**src/design/vn_pkg.sv**
```systemverilog
// Package with the field widths and constants of the vector normalize block.
`default_nettype none
package vn_pkg;
  localparam int CW_DEFAULT = 16;
  localparam int DIM_W      = 3;
  localparam int UNIT_W     = 16;
  localparam int UNIT_FRAC  = 14;
  localparam int QUO_W      = 15;
  localparam int MAG_W      = 17;
  localparam logic [DIM_W-1:0] DIM_THREE = 3'd3;
  localparam logic [DIM_W-1:0] DIM_FOUR  = 3'd4;
endpackage
`default_nettype wire

```
**src/design/vn_sqrt.sv**
```systemverilog
// Pipelined integer square root, one result bit per register stage.
`default_nettype none
module vn_sqrt import vn_pkg::*; #(
  parameter int R = CW_DEFAULT + 1
) (
  input  wire logic           clk,
  input  wire logic           en,
  input  wire logic [2*R-1:0] radicand,
  output logic      [R-1:0]   root
);
  localparam int RW = R + 2;
  localparam int NW = 2 * R;

  logic [RW-1:0] rem_q  [R];
  logic [R-1:0]  root_q [R];
  logic [NW-1:0] src_q  [R];

  for (genvar i = 0; i < R; i++) begin : g_stage
    logic [RW-1:0] rem_in;
    logic [R-1:0]  root_in;
    logic [NW-1:0] src_in;
    logic [RW+1:0] cat;
    logic [RW+1:0] trial;
    logic          ge;
    if (i == 0) begin : g_first
      assign rem_in  = '0;
      assign root_in = '0;
      assign src_in  = radicand;
    end else begin : g_rest
      assign rem_in  = rem_q[i-1];
      assign root_in = root_q[i-1];
      assign src_in  = src_q[i-1];
    end
    assign cat   = {rem_in, src_in[NW-1 -: 2]};
    assign trial = (RW+2)'({root_in, 2'b01});
    assign ge    = (cat >= trial);
    always_ff @(posedge clk) begin
      if (en) begin
        rem_q[i]  <= RW'(ge ? (cat - trial) : cat);
        root_q[i] <= {root_in[R-2:0], ge};
        src_q[i]  <= src_in << 2;
      end
    end
  end

  assign root = root_q[R-1];
endmodule
`default_nettype wire

```
**config.mk**
```make
export PLATFORM = sky130hd
export DESIGN_NAME = vn_sqrt
export DESIGN_NICKNAME = d
export VERILOG_FILES = /design/src/design/vn_pkg.sv /design/src/design/vn_sqrt.sv
export SDC_FILE = /design/constraint.sdc
export NUM_CORES = 1
export LEC_CHECK = 0
export BUFFER_PORTS_ARGS = -buffer_cell sky130_fd_sc_hd__clkbuf_2
export CORE_AREA = 2 2 272 220
export DETAILED_ROUTE_END_ITERATION = 10
export DIE_AREA = 0 0 274 222
export HOLD_SLACK_MARGIN = 0.12
export PLACE_DENSITY = 0.82
export SLEW_MARGIN = 20
export SYNTH_ARGS = -nofsm -noshare
export SYNTH_HDL_FRONTEND = slang
export SYNTH_SLANG_ARGS = --single-unit
```
**constraint.sdc**
```tcl
create_clock -name clk -period 2.68 [get_ports clk]
set_input_delay 0.268 -clock clk [delete_from_list [all_inputs] [get_ports clk]]
set_output_delay 0.268 -clock clk [all_outputs]
set_load 0.02 [all_outputs]
```
==> metrics.txt <==
status=finished with violations; failing checks=setup timing; Power Dens Cells=749 nW/µm²; initial antenna violation count=0; pre-CTS setup slack=-0.336 ns; Total Nets Final=2984; post-synth net total=2705; Final period util=101%; leakage=14.9 nW; Die Area=60800 µm²; die extent in x=274 µm; CTS sink count=707; flops & latches, synth=707; RSZ-0062 raised after global routing=true; clock tree buffer depth=3; Vias/cell=5.75; cts bufs inserted=72; share of the core filled with cells=66.5%; drt drc=0; final wirelength=65600 µm; Reg clk slew, reported paths=0.06 ns; GPL Wtd Cong=0.946; Hold Crit Class=in -> reg; layout cells sized above 1=15.9%; number of synthesized flops with an enable pin=707; Yosys top cell area share=64.8%; worst-path cell chain=ha_1 -> nand4_1 -> nor3_2 -> a2111oi_4 -> o21ai_1 -> nand2b_1 -> nor4_2 -> xor2_1; Seq/Total Area, Yosys=64.8%; Worst EP arrival=3.05 ns; antenna viol nets, final=0; Setup TNS=-0.0793 ns; total gr overflow=0; Post-Synthesis Cells=2498; Initial DRC Count=1999; Mapped Area=32800 µm²; first-pass GRT wire length=104000 µm; num rows=79; most common flop cell mapped by yosys=edfxtp_1; # diodes=0; CTS root buf=clkbuf_16; VDD IR-drop max=0.000916 V; H-tree depth=3; GRT Util Overall=21.3%; Worst Reg-to-Reg Cells=8; Area growth, synth to finish=17.4%; hpwl dp=44300 µm; relative slew slack=51.1%; crit path max fanout=6; Cells after DPL=3412; Die Ht=222 µm; Synth top cells by count=edfxtp_1, inv_1, nor2_1; Yosys top cell by area=edfxtp_1; Vias=20700; Max-Cap Viols=0; Required @ worst endpoint=3.02 ns; synth warn=0; critical path's slowest cell=ha_1; Tmin final=2.70 ns; CTS tree=done; actual slew at the worst max-slew pin=0.727 ns; Hold Path Depth=2; Max Slew Vio Count=0; vias in the first global route=20200; post-synth cell types=81; largest net degree at the start of global routing=89; Clock Latency Late Sink=0.63 ns; Setup CP Type=reg -> reg; Port Buf Inserts=52; I/O Pins=53; Finished Layout Cells=3600; largest stage delay on the critical path=0.44 ns; syn_area_per_cell=13.1 µm²; Core ar.=57900 µm²; count of final hold-check violations=0; Final Skew=0.0195 ns; 1st-pass router iterations=7; WL/cell=18.2 µm; startpoint type of the worst setup path=register; final setup fails=6; Initial Util=56.6%; count leader, synth=edfxtp_1; crit end category=register; f_max=370 MHz; final worst slack=-0.0246 ns; ranking of synthesized cells by area=edfxtp_1, ha_1, xnor2_1; Post-synth ARST share=0%
-- power breakdown --
group          internal [W]  leakage (nW)  switching, W
logic               0.00217          7.00       0.00266
clock network       0.00545          1.10       0.00422
registers            0.0136          6.77      0.000707
total                0.0213          14.9       0.00759
-- final timing paths --
kind                  from            end  slack [ns]
min reg2reg  src_q[0][274]  src_q[0][308]        0.41
max          rem_q[0][158]  rem_q[0][187]       -0.02
max reg2reg  rem_q[0][158]  rem_q[0][187]       -0.02
min            radicand[5]    src_q[0][5]        0.36
-- through the flow --
step	hold slack, ns	cell area, µm²	power (W)
after floorplan	0.367	32800	0.0173
after global placement	0.400	35000	0.0187
after detailed placement	0.405	35000	0.0189
after CTS	0.313	37700	0.0287
after global routing	0.334	38500	0.0301
final	0.357	38500	0.0288
-- layer usage --
metal	share of wire [%]	track usage, %	wire length [µm]
met1	45	31.5	29800
met2	45	32.3	29700
met3	7.2	4.42	4700
met4	2.1	5.17	1360
met5	0	0	0
-- cell families after synthesis --
logic type,share of synthesized area (%)
adder cells (fa/ha/maj),6.53
buffers and inverters,3.01
XOR/XNOR,5.34
other,0.0114
multiplexers,1.18
flip-flops,64.8
AO/OA/AOI/OAI,9.33
AND/OR/NAND/NOR,9.84
-- flip-flops by register name, indices dropped and copies added, names as in the netlist --
signal  count
src_q     272
root_q    153
rem_q     282
-- layout by cell type, fill, tap and decap left out, drive strengths merged, types with 25 or more instances in the layout --
cell type,synthesis,routed
a21o,42,42
a21oi,165,165
buf,15,152
clkbuf,19,134
clkinv,1,33
dlygate4sd3,0,36
edfxtp,707,707
ha,171,171
inv,220,224
mux2,29,29
nand2,135,135
nand3,40,40
nand4,27,27
nor2,189,189
nor2b,26,26
nor3,58,58
nor4,39,39
o21a,46,46
o21ai,104,104
or3,25,25
xnor2,111,111
xor2,89,89
-- critical path: cells and delay by family (launching register included) --
| kind | cells | cell delay [ns] |
|---|---|---|
| DFF | 1 | 0.43 |
| AOI/OAI and AO/OA | 2 | 0.34 |
| adders and majority gates | 1 | 0.44 |
| and+or+nand+nor | 4 | 1.12 |
| xor gates and xnor gates | 1 | 0.09 |
-- what timing repair did --
| action | in CTS | in global routing |
|---|---|---|
| pin swaps | 4 | 25 |
| buffers inserted | 3 | 20 |
| resized for setup | 23 | 122 |
| endpoints found under the hold margin | 57 | 0 |
| hold buffers | 36 | 0 |
| endpoints found under the setup margin | 67 | 171 |
| gates cloned | 0 | 1 |
-- cell type report --
cell class	count	area, µm²
Tap cell	769	962
Multi-Input combinational cell	1536	11200
Fill cell	3940	19400
Clock inverter	45	437
Clock buffer	83	1860
Sequential cell	707	21200
Inverter	221	831
Timing Repair Buffer	239	1930
(Power assumes the default switching activity.)
