==> src/design/vn_pkg.sv <==
// Package with the field widths and constants of the vector normalize block.
`default_nettype none
package vn_pkg;
  localparam int CW_DEFAULT = 16;
  localparam int DIM_W      = 3;
  localparam int UNIT_W     = 16;
  localparam int UNIT_FRAC  = 14;
  localparam int QUO_W      = 15;
  localparam int MAG_W      = 17;
  localparam logic [DIM_W-1:0] DIM_THREE = 3'd3;
  localparam logic [DIM_W-1:0] DIM_FOUR  = 3'd4;
endpackage
`default_nettype wire

==> src/design/vn_div.sv <==
// Pipelined restoring divider for one lane, one quotient bit per stage.
`default_nettype none
module vn_div import vn_pkg::*; #(
  parameter int CW = CW_DEFAULT,
  parameter int R  = CW_DEFAULT + 1
) (
  input  wire logic             clk,
  input  wire logic             en,
  input  wire logic [R-1:0]     divisor,
  input  wire logic [CW-1:0]    mag,
  input  wire logic             neg,
  output logic      [QUO_W-1:0] quo,
  output logic                  neg_out
);
  localparam int DDW = CW + UNIT_FRAC;
  localparam int CPW = R + UNIT_FRAC;

  logic [DDW-1:0]   rem_q [QUO_W];
  logic [QUO_W-1:0] quo_q [QUO_W];
  logic [R-1:0]     dv_q  [QUO_W];
  logic             ng_q  [QUO_W];

  for (genvar j = 0; j < QUO_W; j++) begin : g_stage
    localparam int K = QUO_W - 1 - j;
    logic [DDW-1:0]   rem_in;
    logic [QUO_W-1:0] quo_in;
    logic [R-1:0]     dv_in;
    logic             ng_in;
    logic [CPW-1:0]   shifted;
    logic [CPW-1:0]   wide;
    logic             ge;
    if (j == 0) begin : g_first
      assign rem_in = {mag, {UNIT_FRAC{1'b0}}};
      assign quo_in = '0;
      assign dv_in  = divisor;
      assign ng_in  = neg;
    end else begin : g_rest
      assign rem_in = rem_q[j-1];
      assign quo_in = quo_q[j-1];
      assign dv_in  = dv_q[j-1];
      assign ng_in  = ng_q[j-1];
    end
    assign shifted = CPW'(dv_in) << K;
    assign wide    = CPW'(rem_in);
    assign ge      = (wide >= shifted);
    always_ff @(posedge clk) begin
      if (en) begin
        rem_q[j] <= DDW'(ge ? (wide - shifted) : wide);
        quo_q[j] <= {quo_in[QUO_W-2:0], ge};
        dv_q[j]  <= dv_in;
        ng_q[j]  <= ng_in;
      end
    end
  end

  assign quo     = quo_q[QUO_W-1];
  assign neg_out = ng_q[QUO_W-1];
endmodule
`default_nettype wire

==> config.mk <==
export PLATFORM = sky130hd
export DESIGN_NAME = vn_div
export DESIGN_NICKNAME = d
export VERILOG_FILES = /design/src/design/vn_pkg.sv /design/src/design/vn_div.sv
export SDC_FILE = /design/constraint.sdc
export NUM_CORES = 1
export LEC_CHECK = 0
export BUFFER_PORTS_ARGS = -buffer_cell sky130_fd_sc_hd__clkbuf_2
export CORE_MARGIN = 2
export CORE_UTILIZATION = 35
export CTS_CLUSTER_DIAMETER = 40
export DETAILED_ROUTE_END_ITERATION = 8
export GPL_TIMING_DRIVEN = 0
export PLACE_DENSITY = 0.57
export SETUP_SLACK_MARGIN = 0.5
export SYNTH_ARGS = -nofsm -noshare
export SYNTH_HDL_FRONTEND = slang
export SYNTH_SLANG_ARGS = --single-unit
==> constraint.sdc <==
create_clock -name clk -period 4.4 [get_ports clk]
set_clock_uncertainty 0.2 [all_clocks]
set_input_delay 0.44 -clock clk [delete_from_list [all_inputs] [get_ports clk]]
set_output_delay 0.44 -clock clk [all_outputs]
set_load 0.005 [all_outputs]
==> out/results.ini, run 1 <==
[cells_and_area]
final_layout_size_suffix_gt1_share_pct = 9.44
nets = 3759
antenna-diode-count = 0
fillers = 10000
seq_area_um2 = 20700
synthToLayoutAreaGrowth_pct = 17.1
multi_input_area_um2 = 15300

[floorplanning]
fp.dieH_um = 331
die_w_um = 331
core_area_um2 = 106000
io-pin-count = 52
initial_core_util_pct = 35.4
die_area_um2 = 109000
num_rows = 119

[power]
pwr-share-clk_pct = 30.8
p_leak_nw = 17.1
vdd_ir_drop_max_uv = 333
p_per_area_nw_per_um2 = 645
p_int_mw = 18.9
p_sw_mw = 9.32
seq_power_share_pct = 36.2
sw_frac_of_total_pct = 33.0
p_comb_share_pct = 33.0

[sta]
grt_setup_unrepaired = no
relSlewSlack_pct = 31.0
period_minus_slack_ps = 3770
slew_viol_final = 0
tightest_slew_ps = 1030
fmax_ghz = 0.265
setup_slack_ps = 626
hold_viol = 0
finalCritPeriodShare_pct = 85.8
finalSetupViolCount = 0
tns_ps = 0

[grt]
grt_util_all_layers_pct = 14.2
grt_pass1_vias = 24900
grt_pass1_wl_um = 124000
grt-ovfl-total = 0
grt_max_degree = 125
antenna_found_initial = 1

[logic_synthesis]
synth_cell_type_count = 89
synth_edf_count = 688
synth_top_area_share_pct = 55.3
yosysWarnings = 0
synth_area_leader_cell = edfxtp_1
synthArstFlopShare_pct = 0
synthMostInstantiatedCell = edfxtp_1
ys_seq_area_share_pct = 55.3
synthTopCellsByCount = edfxtp_1 (688), inv_1 (311), nand2_1 (259), ha_1 (253), a21oi_1 (207)
syn-cell-area_um2 = 37300
ys_ff_latch = 688
synth-main-ff-cell = edfxtp_1
syn-instance-count = 3247
syn_nets = 3550
synth.area.top_cells = edfxtp_1 (55%), ha_1 (8.5%), xnor2_1 (3.4%)
avgSynthCellArea_um2 = 11.5

[detailed_routing]
drc = 0
wl_per_cell_um = 15.7
antenna_left = 0
finalWirelength_um = 77400
dr_total_vias = 24600
vias_per_cell = 4.98
dr.pass1.iters = 5
drtIter0Drc = 1127

[setup_path]
critPathSlowestCell = o311ai_1
cpLargestDelayFamily = compound AO/OA/AOI/OAI gates
crit_path_cell_trace = ha_1 -> nor2b_1 -> o31a_1 -> o311ai_1 -> a21boi_1 -> o311a_1 -> nor2_1 -> inv_2 -> clkbuf_1 -> nor2_1 -> a21oi_1
rrSetupSlack_ps = 630
crit_path_start_kind = flip-flop
crit_arrival_ps = 3970
slowest_delay_ps = 580
critPathKind = reg -> reg
critPathBufInv = 2
required_ps = 4600
crit_top_cell = nor2_1
crit_path_max_fanout = 10
end_kind = flip-flop

[placement]
place_hpwl_um = 57300
globalplace.congestion = 0.877
place_ws_ps = 313
portBuffers = 51

[clock_network]
cts_root_buffer = clkbuf_16
insertion_delay_ps = 680
clock_sinks = 688
htreeDepth = 3
cts_tree = yes
cts.clk_slew.worst_paths_ps = 50
cts-buffers-inserted = 114
cts_buffer_depth = 3

[hold_path]
hp-class = in -> reg

[status]
status = finished, final reports clean

[run]
drv_cap = 0

==> kinds of logic after synthesis <==
group                      Yosys count  synth area share, %
and+or+nand+nor                    820                 10.5
AOI/OAI and AO/OA                  798                 13.5
DFF                                688                 55.3
buffers and inverters              370                 3.79
adders and majority gates          267                 9.23
xor gates and xnor gates           243                 5.72
muxes                               61                 1.91
==> flip-flops by register name, indices dropped and copies added (netlist names) <==
register	cells
ng_q	15
rem_q	315
quo_q	120
dv_q	238
==> power by group through the flow <==
| stage | logic, mW | clock network, mW | registers, mW |
|---|---|---|---|
| after CTS | 9.28 | 8.92 | 10.2 |
| after global routing | 10.5 | 9.21 | 10.4 |
| after global placement | 9.10 | 0 | 10.5 |
| after detailed placement | 9.19 | 0 | 10.3 |
| after floorplan | 7.25 | 0 | 9.98 |
| final | 9.30 | 8.70 | 10.2 |
==> final cells by class <==
class                           instances  share of cell area, %
Clock inverter                         80                   2.04
Sequential cell                       688                   47.2
Multi-Input combinational cell       2189                   35.1
Buffer                                 55                  0.552
Timing Repair Buffer                   93                   1.79
Clock buffer                          128                   6.64
Inverter                              315                   2.70
Tap cell                             1391                   3.98
==> worst paths after layout <==
check | startpoint | to | depth (start not counted)
setup / recovery | rem_q[0][160] | rem_q[0][197] | 11
hold / removal | en | ng_q[0][1] | 2
setup reg to reg | rem_q[0][160] | rem_q[0][197] | 11
hold reg to reg | quo_q[1][84] | quo_q[1][100] | 0
==> layer usage <==
layer	track usage [%]	vias up	wire, µm
met2	27.5	423	41800
met1	14.1	11500	29100
met5	0	-	0
met3	2.57	239	2500
li1	-	12400	-
met4	7.63	0	4060
==> repair_timing <==
action / CTS / global route
gates resized for setup: 5 / 15
pin swaps: 1 / 1
hold endpoints to repair: 34 / 0
buffers inserted: 1 / 1
hold buffers: 34 / 0
endpoints found under the setup margin: 39 / 95
==> cells in the final DEF, fill, tap and decap left out, drive strengths merged, types with 44 or more instances in the layout <==
master,netlist,final
edfxtp,688,688
inv,315,330
nand2,259,259
ha,253,253
o21ai,234,234
clkbuf,38,219
a21oi,209,209
nor2,206,206
xnor2,144,144
xor2,99,99
a21o,87,87
mux2,59,59
nor3,58,58
nand3,53,53
clkinv,0,44
==> metrics by stage <==
stage / instance area [µm²] / total power [mW] / std cells / utilization, % / hold slack, ps
after floorplan: 37300 / 17.2 / 3247 / - / 200
after global placement: 39300 / 19.6 / 4689 / 37.3 / 200
after detailed placement: 39500 / 19.5 / 4695 / 37.4 / 205
after CTS: 43700 / 28.4 / 4938 / 41.4 / 171
after global routing: 43700 / 30.0 / 4939 / 41.4 / 176
final: 43700 / 28.2 / 4939 / 41.4 / 158
(Power assumes the default switching activity.)
==> run 2: changes to the inputs <==
--- a/config.mk
+++ b/config.mk
@@ -12,6 +12,7 @@
 export DETAILED_ROUTE_END_ITERATION = 8
 export GPL_TIMING_DRIVEN = 0
 export PLACE_DENSITY = 0.57
+export REMOVE_ABC_BUFFERS = 1
 export SETUP_SLACK_MARGIN = 0.5
 export SYNTH_ARGS = -nofsm -noshare
 export SYNTH_HDL_FRONTEND = slang
==> run 2 against run 1 <==
  * Combinational power down 0.5%
  * Total power is 4.8% higher
  * Global-route usage fell by 1.1 points
  * Core utilization up 0.71 points
  * Clock power is 17% higher
  * Flip-flop and latch count did not move
  * Sequential power is essentially flat
  * Critical path depth is 2 lower
  * Highest routed layer unchanged
  * Sequential share of layout area shrank 0.80 points
  * Hold slack got worse by 140 ps
==> out/results.ini, run 2 (same netlist as run 1, synthesis figures left out) <==
[cells_and_area]
antenna-diode-count = 0  ; unchanged
mostFrequentLayoutCells = edfxtp_1 (688), inv_1 (311), nand2_1 (258)  ; was edfxtp_1 (688), inv_1 (311), nand2_1 (259)
fin_cells = 4934  ; was 4939
nets = 3738  ; was 3759
fillers = 9823  ; was 10000
final_core_util_pct = 42.1  ; was 41.4%
top_regs = rem_q: 315 flops, dv_q: 238 flops, quo_q: 120 flops  ; unchanged
layout_commonest_cell = edfxtp_1  ; unchanged
largest_register_ffs = 315  ; unchanged
final_layout_size_suffix_gt1_share_pct = 10.6  ; was 9.44%
synthToLayoutAreaGrowth_pct = 19.1  ; was 17.1%
regMostFlops = rem_q  ; unchanged
multi_input_area_um2 = 15400  ; was 15300 µm²
seq_area_um2 = 20700  ; unchanged

[sta]
tns_ps = 0  ; unchanged
tightest_slew_ps = 1190  ; was 1030 ps
finalCritPeriodShare_pct = 84.7  ; was 85.8%
grt_setup_unrepaired = no  ; unchanged
period_minus_slack_ps = 3730  ; was 3770 ps
slew_viol_final = 0  ; unchanged
finalSetupViolCount = 0  ; unchanged
relSlewSlack_pct = 20.3  ; was 31.0%
fmax_ghz = 0.268  ; was 0.265 GHz
hold_viol = 0  ; unchanged

[hold_path]
hp-class = in -> reg  ; unchanged

[grt]
grt_pass1_vias = 25100  ; was 24900
grt_pass1_wl_um = 117000  ; was 124000 µm
antenna_found_initial = 0  ; was 1
grt-ovfl-total = 0  ; unchanged
grt_max_degree = 128  ; was 125
grt_util_all_layers_pct = 13.1  ; was 14.2%

[detailed_routing]
finalWirelength_um = 70700  ; was 77400 µm
drtIter0Drc = 952  ; was 1127
wl_per_cell_um = 14.3  ; was 15.7 µm
vias_per_cell = 4.95  ; was 4.98
dr.pass1.iters = 5  ; unchanged
antenna_left = 0  ; unchanged
drc = 0  ; unchanged
dr_total_vias = 24400  ; was 24600

[floorplanning]
io-pin-count = 52  ; unchanged
die_area_um2 = 109000  ; unchanged
die_w_um = 331  ; unchanged
num_rows = 119  ; unchanged
fp.dieH_um = 331  ; unchanged
core_area_um2 = 106000  ; unchanged
initial_core_util_pct = 35.4  ; unchanged

[clock_network]
cts-buffers-inserted = 133  ; was 114
clock_sinks = 688  ; unchanged
cts.clk_slew.worst_paths_ps = 50  ; about the same
htreeDepth = 4  ; was 3
insertion_delay_ps = 720  ; was 680 ps
cts_tree = yes  ; unchanged
cts_root_buffer = clkbuf_16  ; unchanged
cts_buffer_depth = 3  ; unchanged

[power]
vdd_ir_drop_max_uv = 296  ; was 333 µV
p_comb_share_pct = 31.3  ; was 33.0%
total_power_mw = 29.6  ; was 28.2 mW
seq_power_share_pct = 34.3  ; was 36.2%
sw_frac_of_total_pct = 31.9  ; was 33.0%
p_leak_nw = 17.4  ; was 17.1 nW
p_int_mw = 20.1  ; was 18.9 mW
pwr-share-clk_pct = 34.4  ; was 30.8%
p_sw_mw = 9.44  ; was 9.32 mW
p_per_area_nw_per_um2 = 664  ; was 645 nW/µm²

[setup_path]
required_ps = 4650  ; was 4600 ps
end_kind = flip-flop  ; unchanged
crit_arrival_ps = 3980  ; was 3970 ps
crit_path_max_fanout = 24  ; was 10
critPathKind = reg -> reg  ; unchanged
crit_path_start_kind = flip-flop  ; unchanged

[placement]
place_hpwl_um = 50500  ; was 57300 µm
globalplace.congestion = 0.939  ; was 0.877
dpl.cell_count = 4647  ; was 4695
portBuffers = 51  ; unchanged

[status]
status = finished, final reports clean  ; unchanged

[run]
drv_cap = 0  ; unchanged

-- run 2: changes by cell type in the layout (fill, tap and decap cells not counted), moves of 8 or more --
cell,before,now
clkinvlp_4,9,24
clkinv_4,15,7
buf_2,12,0
buf_4,3,11
clkbuf_1,47,11
clkbuf_16,114,136
-- run 2: per-layer routing --
layer  up-vias  GRT usage (%)  routed length, µm
met4         0           8.46               4000
li1      12400              -                  -
met3       252           2.91               2570
met5         -              0                  0
met2       430           26.0              39100
met1     11400           11.7              25100
-- run 2: worst paths after layout --
check                              startpoint            end  slack, ps  cells past startpoint
worst min-delay path                       en   quo_q[1][45]         20                      1
worst max register to register  rem_q[0][160]  rem_q[0][203]        670                      9
worst min register to register    quo_q[1][1]   quo_q[1][17]        210                      0
worst max-delay path            rem_q[0][160]  rem_q[0][203]        670                      9
-- run 2: critical path: stages, from the launching register on --
cell	delay, ps
edfxtp_1	390
ha_1	370
nor2b_1	170
o31a_1	290
o311ai_2	360
a21boi_1	170
o311a_1	430
nor2_4	390
inv_2	300
mux2_1	380
-- run 2: per-stage QoR --
stage	hold WS (ps)	area [µm²]	setup slack, ps
CTS	182	44400	508
floorplan	200	37100	615
detailed placement	205	39400	-228
global route	26.1	44500	537
finish	22.6	44500	672
global placement	200	39100	-9040
-- run 2: power groups by stage --
stage	clock network, mW	logic [mW]	registers, mW
2_1_floorplan	0	7.21	9.98
3_3_place_gp	0	8.94	10.4
3_5_place_dp	0	9.12	10.2
4_1_cts	10.5	9.21	10.1
5_1_grt	10.8	10.4	10.3
6_report	10.2	9.25	10.1
-- run 2: cell type report --
cell class | instances | area share [%]
multi-input cells | 2190 | 34.6
repair buffers | 107 | 2.06
well taps | 1391 | 3.91
clock buffers | 147 | 7.74
clock inverters | 96 | 2.56
inverters | 315 | 2.66
flip-flops and latches | 688 | 46.4
-- run 2: timing repair --
item                                    in CTS  in global routing
setup buffers                                0                  9
gates cloned                                 1                  0
endpoints found under the hold margin       34                  0
resized for setup                           10                 10
endpoints found under the setup margin     113                176
hold buffers                                34                  0
pin swaps                                    1                  2
==> run 3: changes to the inputs <==
==> constraint.sdc (replaced) <==
create_clock -name clk -period 3.7 [get_ports clk]
set_clock_uncertainty 0.2 [all_clocks]
set_input_delay 0.37 -clock clk [delete_from_list [all_inputs] [get_ports clk]]
set_output_delay 0.37 -clock clk [all_outputs]
set_load 0.005 [all_outputs]
==> run 3 against run 2 <==
  * Sequential share of layout area decreased by 2.1 points
  * Hold slack better by 38 ps
  * Wire length grew 9.6%
  * Die area unchanged
  * Flip-flop and latch count stayed put
  * Core utilization increased by 2.0 points
  * Clock-buffer cell count unchanged
  * Worst setup slack worse by 240 ps
  * Register-to-register slack worse by 240 ps
  * Fmax grew 14%
  * Final cell count rose by 2.3%
  * Critical path depth shrank 1
  * Largest power group is now combinational logic
==> out/results.ini, run 3 (same netlist as run 1, synthesis figures left out) <==
[power]
pwr-share-clk_pct = 32.9  ; was 34.4%
sw_frac_of_total_pct = 32.5  ; was 31.9%
p_int_mw = 24.8  ; was 20.1 mW
p_sw_mw = 12.0  ; was 9.44 mW
p_per_area_nw_per_um2 = 788  ; was 664 nW/µm²
total_power_mw = 36.8  ; was 29.6 mW
p_comb_share_pct = 34.1  ; was 31.3%
vdd_ir_drop_max_uv = 360  ; was 296 µV
p_leak_nw = 18.3  ; was 17.4 nW
seq_power_share_pct = 32.9  ; was 34.3%

[cells_and_area]
mostFrequentLayoutCells = edfxtp_1 (688), inv_1 (304), nand2_1 (256)  ; was edfxtp_1 (688), inv_1 (311), nand2_1 (258)
seq_area_um2 = 20700  ; unchanged
final_core_util_pct = 44.2  ; was 42.1%
regMostFlops = rem_q  ; unchanged
largest_register_ffs = 315  ; unchanged
multi_input_area_um2 = 16500  ; was 15400 µm²
synthToLayoutAreaGrowth_pct = 24.9  ; was 19.1%
fin_cells = 5046  ; was 4934
layout_commonest_cell = edfxtp_1  ; unchanged
nets = 3850  ; was 3738
final_layout_size_suffix_gt1_share_pct = 17.2  ; was 10.6%
top_regs = rem_q: 315 flops, dv_q: 238 flops, quo_q: 120 flops  ; unchanged
fillers = 9594  ; was 9823
fin_area_um2 = 46600  ; was 44500 µm²
antenna-diode-count = 0  ; unchanged

[setup_path]
slowest_delay_ps = 730  ; was 430 ps
crit_path_start_kind = flip-flop  ; unchanged
crit_arrival_ps = 3500  ; was 3980 ps
required_ps = 3930  ; was 4650 ps
end_kind = flip-flop  ; unchanged
critPathSlowestCell = o31ai_1  ; was o311a_1
critPathKind = reg -> reg  ; unchanged
crit_path_max_fanout = 6  ; was 24
crit_path_cell_trace = ha_1 -> and3_1 -> a221o_1 -> a21oi_2 -> o31ai_1 -> a21oi_1 -> nor4b_1 -> xor2_1  ; was ha_1 -> nor2b_1 -> o31a_1 -> o311ai_2 -> a21boi_1 -> o311a_1 -> nor2_4 -> inv_2 -> mux2_1

[sta]
finalSetupViolCount = 0  ; unchanged
fmax_ghz = 0.306  ; was 0.268 GHz
tightest_slew_ps = 881  ; was 1190 ps
tns_ps = 0  ; unchanged
setup_slack_ps = 430  ; was 672 ps
grt_setup_unrepaired = yes  ; was no
slew_viol_final = 0  ; unchanged
holdWs_ps = 60.9  ; was 22.6 ps
hold_viol = 0  ; unchanged
period_minus_slack_ps = 3270  ; was 3730 ps
finalCritPeriodShare_pct = 88.4  ; was 84.7%
relSlewSlack_pct = 40.6  ; was 20.3%

[grt]
grt_util_all_layers_pct = 13.9  ; was 13.1%
grt_pass1_vias = 25900  ; was 25100
antenna_found_initial = 1  ; was 0
grt-ovfl-total = 0  ; unchanged
grt_pass1_wl_um = 123000  ; was 117000 µm
grt_max_degree = 123  ; was 128

[detailed_routing]
finalWirelength_um = 77500  ; was 70700 µm
dr.pass1.iters = 5  ; unchanged
vias_per_cell = 5.00  ; was 4.95
antenna_left = 0  ; unchanged
met2_length_um = 43500  ; was 39100 µm
dr_total_vias = 25200  ; was 24400
dr.max_layer_used = met4  ; unchanged
dr_wl_met3_um = 2750  ; was 2570 µm
drtIter0Drc = 1089  ; was 952
wl_met1_um = 26500  ; was 25100 µm
wl_per_cell_um = 15.4  ; was 14.3 µm
drc = 0  ; unchanged

[floorplanning]
num_rows = 119  ; unchanged
fp.dieH_um = 331  ; unchanged
initial_core_util_pct = 35.4  ; unchanged
die_w_um = 331  ; unchanged
io-pin-count = 52  ; unchanged
core_area_um2 = 106000  ; unchanged
die_area_um2 = 109000  ; unchanged

[clock_network]
htreeDepth = 4  ; unchanged
clock_sinks = 688  ; unchanged
cts.clk_slew.worst_paths_ps = 50  ; about the same
insertion_delay_ps = 720  ; about the same
cts_root_buffer = clkbuf_16  ; unchanged
cts_buffer_depth = 3  ; unchanged
cts_tree = yes  ; unchanged
cts-buffers-inserted = 133  ; unchanged

[hold_path]
hp-class = in -> reg  ; unchanged

[run]
drv_cap = 0  ; unchanged

[status]
status = finished, final reports clean  ; unchanged

[placement]
place_ws_ps = -928  ; was -228 ps
portBuffers = 51  ; unchanged
place_hpwl_um = 50500  ; unchanged
dpl.cell_count = 4647  ; unchanged
place_area_um2 = 39400  ; unchanged
globalplace.congestion = 0.939  ; unchanged

==> run 3: cell types whose count changed in the layout (fill, tap and decap cells not counted), moves of 7 or more <==
cell,change
inv_1,-7
a2111oi_0,-7
o21ai_1,-7
buf_6,+7
ha_4,+12
a21oi_1,-11
nor3_1,-9
mux2_4,+23
a21oi_2,+9
ha_1,-16
buf_4,+85
mux2_1,-21
==> run 3: timing repair <==
action | 4_1_cts | 5_1_grt
pin swaps | 42 | 69
endpoints found under the hold margin | 34 | 0
hold buffers | 34 | 0
setup endpoints to repair | 390 | 307
resized for setup | 140 | 110
gates cloned | 10 | 6
setup buffers | 56 | 50
==> run 3: per-layer routing <==
| metal | up-vias | track usage [%] |
|---|---|---|
| li1 | 12600 | - |
| met1 | 11900 | 12.1 |
| met2 | 476 | 27.8 |
| met3 | 290 | 2.93 |
| met4 | 0 | 9.61 |
| met5 | - | 0 |
==> run 3: power groups by stage <==
stage,Sequential (mW),Combinational (mW),Clock (mW)
floorplan,11.9,8.58,0
global placement,12.4,10.6,0
detailed placement,12.2,10.8,0
CTS,12.1,11.8,12.4
global route,12.3,13.9,12.8
finish,12.1,12.5,12.1
==> run 3: worst max-delay path: cells and delay by family, from the launching register on <==
| kind | cells | cell delay (ps) |
|---|---|---|
| fa+ha+maj | 1 | 400 |
| xor+xnor | 1 | 150 |
| compound gates | 4 | 1340 |
| flops | 1 | 390 |
| simple gates | 2 | 500 |
==> run 3: layout make-up <==
| cell class | count | area share [%] |
|---|---|---|
| Clock buffer | 147 | 7.38 |
| Clock inverter | 96 | 2.44 |
| Inverter | 315 | 2.60 |
| Multi-Input combinational cell | 2197 | 35.5 |
| Sequential cell | 688 | 44.3 |
| Tap cell | 1391 | 3.73 |
| Timing Repair Buffer | 210 | 4.04 |
| Timing Repair inverter | 2 | 0.0483 |
==> run 3: final timing paths <==
kind                            slack (ps)      endpoint  cells past startpoint    startpoint
worst max-delay path                   430  rem_q[1][85]                      8  rem_q[1][37]
worst min-delay path                    60   dv_q[6][17]                      1            en
worst max register to register         430  rem_q[1][85]                      8  rem_q[1][37]
worst min register to register         210  quo_q[1][68]                      0  quo_q[1][52]
